==> src/rtl/mbrgb_pkg.sv <==
// Shared constants and types for the macroblock YCbCr 4:2:0 to RGB converter.
package mbrgb_pkg;

    localparam int SAMPLE_WIDTH_DEF = 11;

    localparam int COEF_W        = 14;
    localparam int COEF_RED_CR   = 5742;
    localparam int COEF_GREEN_CB = -1407;
    localparam int COEF_GREEN_CR = -2925;
    localparam int COEF_BLUE_CB  = 7258;
    localparam int FRAC_BITS     = 12;
    localparam int LUMA_OFFSET   = 128;

    localparam int MB_SAMPLES     = 384;
    localparam int CHROMA_SAMPLES = 128;
    localparam int COUNT_W        = 9;
    localparam int CHROMA_ADDR_W  = 6;
    localparam int PIX_W          = 8;
    localparam int COORD_W        = 4;
    localparam int OUT_DATA_W     = 3 * PIX_W + 2 * COORD_W;

    typedef struct packed {
        logic [COORD_W-1:0] row;
        logic [COORD_W-1:0] col;
        logic               last;
    } pix_pos_t;

endpackage

==> src/rtl/mbrgb_chroma_mem.sv <==
// Cb and Cr sample memories, one write port and one registered read port each.
module mbrgb_chroma_mem
    import mbrgb_pkg::*;
#(
    parameter int SAMPLE_WIDTH = SAMPLE_WIDTH_DEF
)
(
    input  logic                            clk,
    input  logic                            wr_en,
    input  logic                            wr_cr,
    input  logic [CHROMA_ADDR_W-1:0]        wr_addr,
    input  logic signed [SAMPLE_WIDTH-1:0]  wr_data,
    input  logic                            rd_en,
    input  logic [CHROMA_ADDR_W-1:0]        rd_addr,
    output logic signed [SAMPLE_WIDTH-1:0]  cb,
    output logic signed [SAMPLE_WIDTH-1:0]  cr
);

    localparam int DEPTH = 1 << CHROMA_ADDR_W;

    logic signed [SAMPLE_WIDTH-1:0] cb_mem [DEPTH];
    logic signed [SAMPLE_WIDTH-1:0] cr_mem [DEPTH];

    always_ff @(posedge clk)
    begin
        if (wr_en && !wr_cr)
        begin
            cb_mem[wr_addr] <= wr_data;
        end
        if (rd_en)
        begin
            cb <= cb_mem[rd_addr];
        end
    end

    always_ff @(posedge clk)
    begin
        if (wr_en && wr_cr)
        begin
            cr_mem[wr_addr] <= wr_data;
        end
        if (rd_en)
        begin
            cr <= cr_mem[rd_addr];
        end
    end

endmodule

==> src/rtl/mbrgb_color_pipe.sv <==
// Color matrix: chroma scaling stage, then sum, clamp and output register.
module mbrgb_color_pipe
    import mbrgb_pkg::*;
#(
    parameter int SAMPLE_WIDTH = SAMPLE_WIDTH_DEF
)
(
    input  logic                            clk,
    input  logic                            rst_n,
    input  logic                            in_valid,
    output logic                            in_ready,
    input  logic signed [SAMPLE_WIDTH-1:0]  cb,
    input  logic signed [SAMPLE_WIDTH-1:0]  cr,
    input  logic signed [SAMPLE_WIDTH:0]    y,
    input  pix_pos_t                        pos,
    output logic                            m_axis_tvalid,
    input  logic                            m_axis_tready,
    output logic [OUT_DATA_W-1:0]           m_axis_tdata,  // red, green, blue, column, row
    output logic                            m_axis_tlast   // last_pixel
);

    localparam int PROD_W  = SAMPLE_WIDTH + COEF_W;
    localparam int SCALE_W = PROD_W - FRAC_BITS;
    localparam int Y_W     = SAMPLE_WIDTH + 1;
    localparam int SUM_W   = SAMPLE_WIDTH + 4;

    localparam logic signed [COEF_W-1:0] K_RC = COEF_W'(COEF_RED_CR);
    localparam logic signed [COEF_W-1:0] K_GB = COEF_W'(COEF_GREEN_CB);
    localparam logic signed [COEF_W-1:0] K_GR = COEF_W'(COEF_GREEN_CR);
    localparam logic signed [COEF_W-1:0] K_BB = COEF_W'(COEF_BLUE_CB);

    logic signed [PROD_W-1:0]  p_rc, p_gb, p_gr, p_bb;
    logic signed [SCALE_W-1:0] s_rc_reg, s_gb_reg, s_gr_reg, s_bb_reg;
    logic signed [Y_W-1:0]     y2_reg;
    pix_pos_t                  pos2_reg;
    logic                      v2_reg;
    logic                      en2, en3;

    logic signed [SUM_W-1:0]   sum_r, sum_g, sum_b;
    logic [PIX_W-1:0]          red_next, green_next, blue_next;
    logic [PIX_W-1:0]          red_reg, green_reg, blue_reg;
    pix_pos_t                  pos3_reg;
    logic                      v3_reg;

    function automatic logic [PIX_W-1:0] clamp8(input logic signed [SUM_W-1:0] v);
        logic [PIX_W-1:0] res;
        if (v < 0)
        begin
            res = '0;
        end
        else if (v > SUM_W'(255))
        begin
            res = '1;
        end
        else
        begin
            res = v[PIX_W-1:0];
        end
        return res;
    endfunction

    assign en3      = !v3_reg || m_axis_tready;
    assign en2      = !v2_reg || en3;
    assign in_ready = en2;

    assign p_rc = PROD_W'(cr) * PROD_W'(K_RC);
    assign p_gb = PROD_W'(cb) * PROD_W'(K_GB);
    assign p_gr = PROD_W'(cr) * PROD_W'(K_GR);
    assign p_bb = PROD_W'(cb) * PROD_W'(K_BB);

    // floor(product / 2^12) is the upper slice
    always_ff @(posedge clk)
    begin
        if (en2)
        begin
            s_rc_reg <= p_rc[PROD_W-1:FRAC_BITS];
            s_gb_reg <= p_gb[PROD_W-1:FRAC_BITS];
            s_gr_reg <= p_gr[PROD_W-1:FRAC_BITS];
            s_bb_reg <= p_bb[PROD_W-1:FRAC_BITS];
            y2_reg   <= y;
            pos2_reg <= pos;
        end
    end

    assign sum_r = SUM_W'(y2_reg) + SUM_W'(s_rc_reg);
    assign sum_g = SUM_W'(y2_reg) + SUM_W'(s_gb_reg) + SUM_W'(s_gr_reg);
    assign sum_b = SUM_W'(y2_reg) + SUM_W'(s_bb_reg);

    assign red_next   = clamp8(sum_r);
    assign green_next = clamp8(sum_g);
    assign blue_next  = clamp8(sum_b);

    always_ff @(posedge clk)
    begin
        if (en3)
        begin
            red_reg   <= red_next;
            green_reg <= green_next;
            blue_reg  <= blue_next;
            pos3_reg  <= pos2_reg;
        end
    end

    always_ff @(posedge clk or negedge rst_n)
    begin
        if (!rst_n)
        begin
            v2_reg <= 1'b0;
            v3_reg <= 1'b0;
        end
        else
        begin
            if (en2)
            begin
                v2_reg <= in_valid;
            end
            if (en3)
            begin
                v3_reg <= v2_reg;
            end
        end
    end

    assign m_axis_tvalid = v3_reg;
    assign m_axis_tdata  = {pos3_reg.row, pos3_reg.col, blue_reg, green_reg, red_reg};
    assign m_axis_tlast  = pos3_reg.last;

endmodule

==> src/rtl/macroblock_ycbcr420_to_rgb_unit.sv <==
// Top level of the macroblock YCbCr 4:2:0 to RGB converter.
//
// Input stream s_axis: one signed sample per beat in macroblock order,
// 64 Cb, 64 Cr, then four 8x8 luma blocks (TL, TR, BL, BR), raster order.
// Chroma beats are written to the Cb/Cr memories and give no output.
// Output stream m_axis: one pixel per luma beat, RGB plus row and column;
// tlast marks the pixel of the 384th sample of the macroblock.
// Throughput: one beat per cycle on both sides while m_axis does not
// stall. A luma beat that is taken passes the memory read, the scaling
// multiply and the sum/clamp output register before it shows on m_axis.
// Reset clears the sample position and empties the pipeline; memory
// contents are not cleared, every entry is written before it is read.
// When m_axis stalls, the pipeline stages fill up one by one; s_axis
// tready drops only once every stage holds a pixel.
module macroblock_ycbcr420_to_rgb_unit
    import mbrgb_pkg::*;
#(
    parameter int SAMPLE_WIDTH = SAMPLE_WIDTH_DEF
)
(
    input  logic                                   clk,
    input  logic                                   rst_n,
    input  logic                                   s_axis_tvalid,
    output logic                                   s_axis_tready,
    input  logic [((SAMPLE_WIDTH + 7) / 8) * 8-1:0] s_axis_tdata,  // sample
    output logic                                   m_axis_tvalid,
    input  logic                                   m_axis_tready,
    output logic [OUT_DATA_W-1:0]                  m_axis_tdata,  // red, green, blue, column, row
    output logic                                   m_axis_tlast   // last_pixel
);

    logic [COUNT_W-1:0]             cnt_reg, cnt_next;
    logic                           s_fire, is_chroma, is_last;
    logic [COUNT_W-1:0]             luma_pos;
    pix_pos_t                       pos_next, pos1_reg;
    logic [CHROMA_ADDR_W-1:0]       rd_addr;
    logic signed [SAMPLE_WIDTH-1:0] sample;
    logic signed [SAMPLE_WIDTH:0]   y_next, y1_reg;
    logic                           v1_reg, en1, pipe_ready;
    logic signed [SAMPLE_WIDTH-1:0] cb, cr;

    assign sample    = s_axis_tdata[SAMPLE_WIDTH-1:0];
    assign s_fire    = s_axis_tvalid && s_axis_tready;
    assign is_chroma = cnt_reg < COUNT_W'(CHROMA_SAMPLES);
    assign is_last   = cnt_reg == COUNT_W'(MB_SAMPLES - 1);
    assign luma_pos  = cnt_reg - COUNT_W'(CHROMA_SAMPLES);
    assign cnt_next  = is_last ? '0 : cnt_reg + 1'b1;

    // luma_pos: [7:6] block, [5:3] row in block, [2:0] column in block
    assign pos_next.row  = {luma_pos[7], luma_pos[5:3]};
    assign pos_next.col  = {luma_pos[6], luma_pos[2:0]};
    assign pos_next.last = is_last;
    assign rd_addr       = {pos_next.row[3:1], pos_next.col[3:1]};

    assign y_next = (SAMPLE_WIDTH + 1)'(sample) + (SAMPLE_WIDTH + 1)'(LUMA_OFFSET);

    assign en1           = !v1_reg || pipe_ready;
    assign s_axis_tready = en1;

    always_ff @(posedge clk or negedge rst_n)
    begin
        if (!rst_n)
        begin
            cnt_reg <= '0;
            v1_reg  <= 1'b0;
        end
        else
        begin
            if (s_fire)
            begin
                cnt_reg <= cnt_next;
            end
            if (en1)
            begin
                v1_reg <= s_fire && !is_chroma;
            end
        end
    end

    always_ff @(posedge clk)
    begin
        if (en1)
        begin
            y1_reg   <= y_next;
            pos1_reg <= pos_next;
        end
    end

    mbrgb_chroma_mem #(
        .SAMPLE_WIDTH (SAMPLE_WIDTH)
    ) u_chroma_mem (
        .clk     (clk),
        .wr_en   (s_fire && is_chroma),
        .wr_cr   (cnt_reg[CHROMA_ADDR_W]),
        .wr_addr (cnt_reg[CHROMA_ADDR_W-1:0]),
        .wr_data (sample),
        .rd_en   (en1),
        .rd_addr (rd_addr),
        .cb      (cb),
        .cr      (cr)
    );

    mbrgb_color_pipe #(
        .SAMPLE_WIDTH (SAMPLE_WIDTH)
    ) u_color_pipe (
        .clk           (clk),
        .rst_n         (rst_n),
        .in_valid      (v1_reg),
        .in_ready      (pipe_ready),
        .cb            (cb),
        .cr            (cr),
        .y             (y1_reg),
        .pos           (pos1_reg),
        .m_axis_tvalid (m_axis_tvalid),
        .m_axis_tready (m_axis_tready),
        .m_axis_tdata  (m_axis_tdata),
        .m_axis_tlast  (m_axis_tlast)
    );

endmodule

==> config.mk <==
export PLATFORM = sky130hd
export DESIGN_NAME = macroblock_ycbcr420_to_rgb_unit
export DESIGN_NICKNAME = d
export VERILOG_FILES = /design/src/rtl/mbrgb_pkg.sv /design/src/rtl/mbrgb_chroma_mem.sv /design/src/rtl/mbrgb_color_pipe.sv /design/src/rtl/macroblock_ycbcr420_to_rgb_unit.sv
export SDC_FILE = /design/constraint.sdc
export NUM_CORES = 2
export LEC_CHECK = 0
export BUFFER_PORTS_ARGS = -buffer_cell sky130_fd_sc_hd__buf_4
export CAP_MARGIN = 25
export CORE_ASPECT_RATIO = 0.5
export CORE_UTILIZATION = 45
export CTS_CLUSTER_DIAMETER = 40
export DETAILED_ROUTE_END_ITERATION = 12
export PLACE_DENSITY = 0.6
export SYNTH_ARGS = -nofsm -noshare
export SYNTH_HDL_FRONTEND = slang
export SYNTH_SLANG_ARGS = --single-unit
==> constraint.sdc <==
create_clock -name clk -period 8.5 [get_ports clk]
set_input_delay 0.425 -clock clk [delete_from_list [all_inputs] [get_ports clk]]
set_output_delay 0.425 -clock clk [all_outputs]
set_load 0.02 [all_outputs]
==> impl_metrics.ini <==
[final_layout]
utilization = 0.516
layout_common_cells = edfxtp_1, inv_1, ha_1
largestRegisters = u_chroma_mem.cb_mem: 704 flops, u_chroma_mem.cr_mem: 704 flops
syn_to_final_growth_pct = 13.0
nNetsFinal = 4818
layout-drive-gt1-share = 0.186
layout_commonest_cell = edfxtp_1

[grt]
grt_antenna_before_repair = 6
overflow = 0
grt_max_degree = 139
grt_pass1_vias = 37928
track_usage = 0.210
grt_pass1_wl_um = 246000

[clock_tree]
clock_path_buffers = 3
cts_buffers = 154
worstSkewPairLatency_ns = 0.79
htree_levels = 4
cts_root_buffer = clkbuf_16
ctsResizeCount = 0
clock_sinks = 1566
clk_pin_slew_ns = 0.06
cts_tree = built

[floorplan]
die_area_um2 = 160000
core_area_um2 = 156000
dieWidth_um = 564
rows = 102
die_y_um = 283
io-pin-count = 55
initial_core_util = 0.456

[critical_path]
critPathMaxFanout = 8
cp.arrival_ns = 6.70
start_kind = flop
cp_common_cell = fa_1
cp_cell_sequence = ha_1 -> inv_1 -> fa_1 -> fa_1 -> inv_1 -> fa_1 -> ha_1 -> o211a_1 -> a2111oi_0 -> nor3_1 -> o21a_1 -> o2111ai_1 -> nand2_1 -> o311ai_0
cpMaxStageDelayCell = a2111oi_0
crit_path_max_incr_delay_ns = 0.94
worst_setup_path_end_kind = flop
critical_path_class = reg2reg
cp.required_ns = 9.04

[timing]
hold_viol = 0
setup_viol = 0
hold_ws_ns = 0.0800
layout_min_cycle_time_ns = 6.17
timing.final.crit_share = 0.725
max_freq_mhz = 162
maxSlewViolCount = 0
rsz0062_at_grt = false
fin_tns_setup_ns = 0
slew_headroom = 0.196
finClkSkew_ns = 0.0492
tightest_slew_ns = 1.20

[synth]
avgSynthCellArea_um2 = 17.3
syn_inst = 4101
synth_nets = 4591
ys_seq_area_frac = 0.660
synth-edff-count = 1554
yosysUniqueCellTypes = 63
synth_top_cell_by_area = edfxtp_1
synth_top_area_share = 0.656
synth-main-ff-cell = edfxtp_1
synth-seq-cells = 1566
synth_area_um2 = 71100
async_flop_share = 0.00766
synth_warnings = 0
synth_area_leaders = edfxtp_1, mux4_2, fa_1

[place]
hpwl_um = 106000
gp_congestion = 0.829
portBuffers = 49

[detailed_routing]
vias = 37052
dr.pass1.iters = 5
drt_iter0_drc = 3283
viasPerCell = 5.67
wl_um = 166000
ant_nets = 0
avgRoutedWirePerCell_um = 25.4
drc_errors = 0

[flow_run]
max-cap-violations = 0

[outcome]
outcome = finished, final reports clean

[hold_path]
hold_path_class = in2reg
==> final timing paths <==
kind                               startpoint                        end  slack [ns]  depth (start not counted)
hold reg to reg                     y1_reg[5]     u_color_pipe.y2_reg[5]        0.42                          0
setup / recovery           u_chroma_mem.cr[0]  u_color_pipe.s_rc_reg[12]        2.33                         14
min in group asynchronous               rst_n                 cnt_reg[5]        0.15                          2
setup reg to reg           u_chroma_mem.cr[0]  u_color_pipe.s_rc_reg[12]        2.33                         14
max in group asynchronous               rst_n                 cnt_reg[6]        8.13                          2
hold / removal                  s_axis_tvalid                 cnt_reg[2]        0.08                          4
==> cell usage after synthesis, types with 12 or more instances <==
| cell | instances |
|---|---|
| o22ai_1 | 82 |
| o21a_1 | 23 |
| a211oi_1 | 12 |
| inv_1 | 323 |
| o21bai_1 | 25 |
| buf_1 | 59 |
| xor2_1 | 32 |
| mux2_2 | 95 |
| mux2i_1 | 221 |
| a21boi_0 | 26 |
| fa_1 | 189 |
| nand2_1 | 48 |
| dfrtp_1 | 12 |
| xnor2_1 | 46 |
| edfxtp_1 | 1554 |
| a21o_1 | 22 |
| a31oi_1 | 20 |
| ha_1 | 281 |
| a221oi_1 | 14 |
| a21oi_1 | 115 |
| nor2_1 | 198 |
| nand3_1 | 25 |
| clkbuf_1 | 87 |
| nand2b_1 | 18 |
| nor2b_1 | 12 |
| o21ai_0 | 90 |
| buf_2 | 12 |
| nor3_1 | 79 |
| mux4_2 | 262 |
==> timing repair <==
item,CTS,global route
endpoints found under the hold margin,12,0
hold buffers,1,0
buffers inserted,0,0
==> worst max-delay path, delay by kind of cell, from the launching register on <==
kind	cells	cell delay, ns
buffers and inverters	2	0.40
and+or+nand+nor	2	0.38
DFF	1	0.62
adders and majority gates	5	2.42
AOI/OAI and AO/OA	5	2.10
==> logic make-up (layout without fill, tap and decap cells) <==
family          count (synthesis)  after routing  synth area share
compound gates                499            499            0.0450
xor+xnor                       78             78           0.00961
fa+ha+maj                     470            470             0.103
buf+inv                       481            831            0.0256
flops                        1566           1566             0.660
mux                           578            578             0.129
other cells                     0              2                 0
simple gates                  429            429            0.0276
==> per-layer routing <==
layer | track usage | vias to the layer above | share of wire | wire length, um
met2 | 0.320 | 1150 | 0.45 | 75400
met4 | 0.0540 | 2 | 0.021 | 3440
met5 | 0 | - | 0.000054 | 9
li1 | - | 16374 | - | -
met1 | 0.307 | 19300 | 0.45 | 75200
met3 | 0.0465 | 226 | 0.072 | 11900
==> per-stage QoR <==
stage | worst slack [ns] | cells | instance area [um2]
4_1_cts | 2.44 | 6510 | 80100
3_3_place_gp | 2.55 | 6150 | 74200
6_report | 2.33 | 6533 | 80300
2_1_floorplan | 3.56 | 4101 | 71100
5_1_grt | 2.03 | 6532 | 80300
3_5_place_dp | 2.54 | 6230 | 75000
==> final cells by class <==
class | count | area, um2
Fill cell | 12482 | 75500
Sequential cell | 1566 | 47000
Multi-Input combinational cell | 2054 | 22400
Clock buffer | 191 | 4120
Tap cell | 2080 | 2600
Timing Repair Buffer | 229 | 2080
Inverter | 323 | 1210
Clock inverter | 88 | 980
Antenna cell | 2 | 5.00
Power is not shown: default switching activity piles up to over one toggle a cycle in this logic, so the estimate is an artifact.
